===== src/ugbi_fifo.sv =====
// Small synchronous queue with a fill count; the head is shown combinationally.
module ugbi_fifo #(
	parameter int WIDTH = 32,
	parameter int DEPTH = 8
) (
	input  logic                       clk,
	input  logic                       arst_n,
	input  logic                       push,
	input  logic [WIDTH-1:0]           wdata,
	input  logic                       pop,
	output logic [WIDTH-1:0]           rdata,
	output logic                       empty,
	output logic [$clog2(DEPTH+1)-1:0] count
);

	localparam int PW = $clog2(DEPTH);
	localparam int CW = $clog2(DEPTH + 1);

	logic [WIDTH-1:0] mem_q [DEPTH];
	logic [PW-1:0]    wr_ptr_q;
	logic [PW-1:0]    rd_ptr_q;
	logic [CW-1:0]    count_q;

	always_ff @(posedge clk) begin
		if (push) begin
			mem_q[wr_ptr_q] <= wdata;
		end
	end

	always_ff @(posedge clk or negedge arst_n) begin
		if (!arst_n) begin
			wr_ptr_q <= '0;
			rd_ptr_q <= '0;
			count_q  <= '0;
		end else begin
			if (push) begin
				wr_ptr_q <= (wr_ptr_q == PW'(DEPTH - 1)) ? '0 : wr_ptr_q + PW'(1);
			end
			if (pop) begin
				rd_ptr_q <= (rd_ptr_q == PW'(DEPTH - 1)) ? '0 : rd_ptr_q + PW'(1);
			end
			if (push && !pop) begin
				count_q <= count_q + CW'(1);
			end else if (pop && !push) begin
				count_q <= count_q - CW'(1);
			end
		end
	end

	assign rdata = mem_q[rd_ptr_q];
	assign empty = (count_q == '0);
	assign count = count_q;

endmodule


===== config.mk =====
export PLATFORM = sky130hd
export DESIGN_NAME = ugbi_fifo
export DESIGN_NICKNAME = d
export VERILOG_FILES = /design/src/ugbi_fifo.sv
export SDC_FILE = /design/constraint.sdc
export NUM_CORES = 1
export LEC_CHECK = 0
export BUFFER_PORTS_ARGS = -buffer_cell sky130_fd_sc_hd__buf_4
export CAP_MARGIN = 15
export CORE_MARGIN = 2
export CORE_UTILIZATION = 25
export DETAILED_ROUTE_END_ITERATION = 8
export PLACE_DENSITY = 0.43
export REMOVE_ABC_BUFFERS = 1
export SETUP_SLACK_MARGIN = 0.15
export SYNTH_ARGS = -nofsm -noshare
export SYNTH_HDL_FRONTEND = slang
export SYNTH_SLANG_ARGS = --single-unit

===== constraint.sdc =====
create_clock -name clk -period 3.5 [get_ports clk]
set_input_delay 0.525 -clock clk [delete_from_list [all_inputs] [get_ports clk]]
set_output_delay 0.525 -clock clk [all_outputs]
set_load 0.005 [all_outputs]

==> impl_metrics.xml <==
<?xml version="1.0" encoding="UTF-8"?>
<metrics>
  <group name="run_status">
    <metric name="run_status" unit="">completed</metric>
  </group>
  <group name="worst_setup_path">
    <metric name="crit_top_cell" unit="">sky130_fd_sc_hd__buf_4</metric>
    <metric name="worst_ep_required_time" unit="ns">2.97</metric>
    <metric name="worstPathMaxFanout" unit="">13</metric>
    <metric name="critPathBufInv" unit="">2</metric>
    <metric name="arrival" unit="ns">2.52</metric>
    <metric name="worst-setup-path-type" unit="">register to output pin</metric>
    <metric name="timing.critical_path.cells" unit="">buf_4 -&gt; mux4_1 -&gt; mux2_2 -&gt; buf_4</metric>
    <metric name="critical-path-slowest-cell" unit="">sky130_fd_sc_hd__dfrtp_4</metric>
    <metric name="timing.critical_path.to_type" unit="">output pin</metric>
    <metric name="largest_stage_delay_on_the_critical_path" unit="ns">0.62</metric>
    <metric name="timing.reg2reg.setup_slack" unit="ns">1.49</metric>
    <metric name="critical_path_startpoint_category" unit="">register</metric>
    <metric name="top_cell_family_by_delay_on_the_critical_path" unit="">multiplexers</metric>
  </group>
  <group name="clock_tree">
    <metric name="worst_setup_hold_path_clk_slew" unit="ns">0.06</metric>
    <metric name="clock_tree.root_cell" unit="">sky130_fd_sc_hd__clkbuf_16</metric>
    <metric name="cts_buffers" unit="">29</metric>
    <metric name="clock_tree.htree_level_count" unit="">1</metric>
    <metric name="cts_num_sinks" unit="">266</metric>
    <metric name="cts_max_path_buffers" unit="">3</metric>
    <metric name="clock_tree_from_tritoncts" unit="">yes</metric>
    <metric name="clock_insertion_delay_worst_skew" unit="ns">0.54</metric>
  </group>
  <group name="die">
    <metric name="design.core.area" unit="mm²">0.0406</metric>
    <metric name="die-area" unit="mm²">0.0426</metric>
    <metric name="floorplan_row_count" unit="">74</metric>
    <metric name="die_width" unit="µm">207</metric>
    <metric name="dieHeight" unit="µm">207</metric>
    <metric name="ios" unit="">73</metric>
    <metric name="initial_core_utilization" unit="">0.252</metric>
  </group>
  <group name="yosys">
    <metric name="synth_area_leaders" unit="">sky130_fd_sc_hd__edfxtp_1 75%, sky130_fd_sc_hd__mux4_2 13%, sky130_fd_sc_hd__mux2_2 4.1%</metric>
    <metric name="synthMostInstantiatedCell" unit="">sky130_fd_sc_hd__edfxtp_1</metric>
    <metric name="yosysWarningCount" unit="">0</metric>
    <metric name="syn_avg_cell_area" unit="µm²">23.6</metric>
    <metric name="async_reset_ff_frac" unit="">0.0376</metric>
    <metric name="yosysUniqueCellTypes" unit="">26</metric>
    <metric name="mappedNetlistArea" unit="mm²">0.0103</metric>
    <metric name="netlist.area_leader.share" unit="">0.750</metric>
    <metric name="mapped_cells" unit="">435</metric>
    <metric name="ys_top_cells_by_count" unit="">256 x sky130_fd_sc_hd__edfxtp_1, 61 x sky130_fd_sc_hd__mux4_2, 37 x sky130_fd_sc_hd__mux2_2</metric>
    <metric name="sequential_cell_area_fraction_in_the_yosys_report" unit="">0.774</metric>
    <metric name="netlist.top_cell.by_area" unit="">sky130_fd_sc_hd__edfxtp_1</metric>
    <metric name="synth_enable_flop_cells" unit="">256</metric>
    <metric name="synth-seq-cells" unit="">266</metric>
    <metric name="ys_dominant_reg_cell" unit="">sky130_fd_sc_hd__edfxtp_1</metric>
  </group>
  <group name="route">
    <metric name="route.detailed.vias_per_inst" unit="">4.27</metric>
    <metric name="first_pass_iteration_count_of_the_detailed_router" unit="">4</metric>
    <metric name="route.antenna.remaining_nets" unit="">0</metric>
    <metric name="routed_wl" unit="mm">23.1</metric>
    <metric name="detail_route.drc_violations" unit="">0</metric>
    <metric name="detailroute.via_count" unit="">4681</metric>
    <metric name="dr.first_iter.drc_count" unit="">274</metric>
    <metric name="route.detailed.wl_per_inst" unit="µm">21.1</metric>
  </group>
  <group name="placed_design">
    <metric name="post-dp-hpwl" unit="mm">13.6</metric>
    <metric name="place.gp.congestion" unit="">0.700</metric>
    <metric name="io_port_bufs" unit="">72</metric>
  </group>
  <group name="sta">
    <metric name="slew_headroom" unit="">0.532</metric>
    <metric name="finalCriticalPeriod" unit="ns">3.05</metric>
    <metric name="worst_pin_slew" unit="ns">0.701</metric>
    <metric name="rsz0062_at_grt" unit="">no</metric>
    <metric name="setup_viol" unit="">0</metric>
    <metric name="final.setup_skew" unit="ns">0.0157</metric>
    <metric name="min_period_over_period" unit="">0.871</metric>
    <metric name="clock.fmax" unit="MHz">328</metric>
    <metric name="count_of_pins_over_their_slew_limit" unit="">0</metric>
    <metric name="hold_violation_count_in_the_final_report" unit="">0</metric>
  </group>
  <group name="global_route">
    <metric name="first_global_vias" unit="">5181</metric>
    <metric name="grt_first_pass_wirelength" unit="mm">34.0</metric>
    <metric name="gr-total-overflow" unit="">0</metric>
    <metric name="grt_start_max_net_pins" unit="">31</metric>
    <metric name="grt_antenna_before_repair" unit="">2</metric>
    <metric name="groute.usage.overall" unit="">0.110</metric>
  </group>
  <group name="cells_and_area">
    <metric name="share_of_post_route_cells_with_drive_strength_above_1" unit="">0.435</metric>
    <metric name="final_stage_net_count" unit="">584</metric>
    <metric name="finish.utilization" unit="">0.312</metric>
    <metric name="syn_to_final_growth" unit="%">23.6</metric>
  </group>
  <group name="run">
    <metric name="max_cap_viol_count" unit="">0</metric>
  </group>
  <group name="pwr">
    <metric name="post-layout-total-power" unit="mW">10.7</metric>
    <metric name="leakage" unit="nW">4.11</metric>
    <metric name="pwr_density_cell" unit="mW/mm²">841</metric>
    <metric name="peakVddDrop" unit="µV">378</metric>
  </group>
  <group name="min_path">
    <metric name="hold_class" unit="">input pin to register</metric>
  </group>
</metrics>
[timing repair]
action / CTS / global route
resized for setup: 0 / 0
buffers inserted: 0 / 1
endpoints found under the setup margin: 0 / 2
hold buffers: 1 / 0
endpoints found under the hold margin: 10 / 0
[area by class of cell]
cell class	count	area [µm²]
fillers	3872	28000
flip-flops and latches	266	7950
well taps	532	666
inverters	4	15.0
repair buffers	93	771
diodes	2	5.00
multi-input cells	146	2240
clock inverters	20	282
clock buffers	34	744
[registers in the layout, indices dropped and copies added (netlist names)]
name and count:
wr_ptr_q 3, rd_ptr_q 3, mem_q 256, count 4
[power breakdown]
group	switching, mW	internal, mW
Combinational	1.37	1.70
Clock	1.21	2.04
Sequential	0.335	4.00
[worst paths after layout]
path | start | cells past startpoint | end
min | pop | 2 | rd_ptr_q[1]$_DFFE_PN0P_
max in group asynchronous | arst_n | 2 | rd_ptr_q[1]$_DFFE_PN0P_
min reg2reg | count[2]$_DFFE_PN0P_ | 2 | count[2]$_DFFE_PN0P_
max | rd_ptr_q[0]$_DFFE_PN0P_ | 4 | rdata[25]
max reg2reg | wr_ptr_q[2]$_DFFE_PN0P_ | 3 | mem_q[1][21]$_DFFE_PP_
min in group asynchronous | arst_n | 2 | count[0]$_DFFE_PN0P_
[cells in the final DEF (no fill, tap or decap), types with 6 or more instances in the layout]
master	Yosys	routed
sky130_fd_sc_hd__buf_4	0	87
sky130_fd_sc_hd__bufinv_16	0	7
sky130_fd_sc_hd__clkbuf_16	0	29
sky130_fd_sc_hd__dfrtp_1	10	7
sky130_fd_sc_hd__edfxtp_1	256	256
sky130_fd_sc_hd__ha_1	7	7
sky130_fd_sc_hd__mux2_2	37	37
sky130_fd_sc_hd__mux4_2	61	61
sky130_fd_sc_hd__nor2_4	0	6
[per-layer routing]
layer | GRT usage | wire length (µm) | vias up
met5 | 0 | 0 | -
met4 | 0.0301 | 560 | 0
met3 | 0.0219 | 912 | 39
met2 | 0.191 | 11700 | 100
met1 | 0.140 | 9910 | 2481
li1 | - | - | 2061
[cells by family (layout without fill, tap and decap cells)]
kind of cell	Yosys count	in the layout	synth area share
buffers and inverters	23	151	0.0127
DFF	266	266	0.774
other	0	2	0
adders and majority gates	8	8	0.0105
xor gates and xnor gates	2	2	0.00171
and+or+nand+nor	26	26	0.0126
AOI/OAI and AO/OA	8	8	0.00500
muxes	102	102	0.183
[metrics by stage]
stage          hold WS, ns  std cells  cell area [µm²]  setup slack, ns  TNS [ns]
6_report             0.214       1097            12700            0.451         0
3_5_place_dp         0.374       1039            11600            0.797         0
2_1_floorplan        0.229        416            10100           -0.557    -16.84
4_1_cts              0.186       1094            12600            0.194         0
5_1_grt              0.201       1095            12700            0.320         0
3_3_place_gp         0.370       1039            11600            0.827         0
Power figures use the tool's default switching activity.
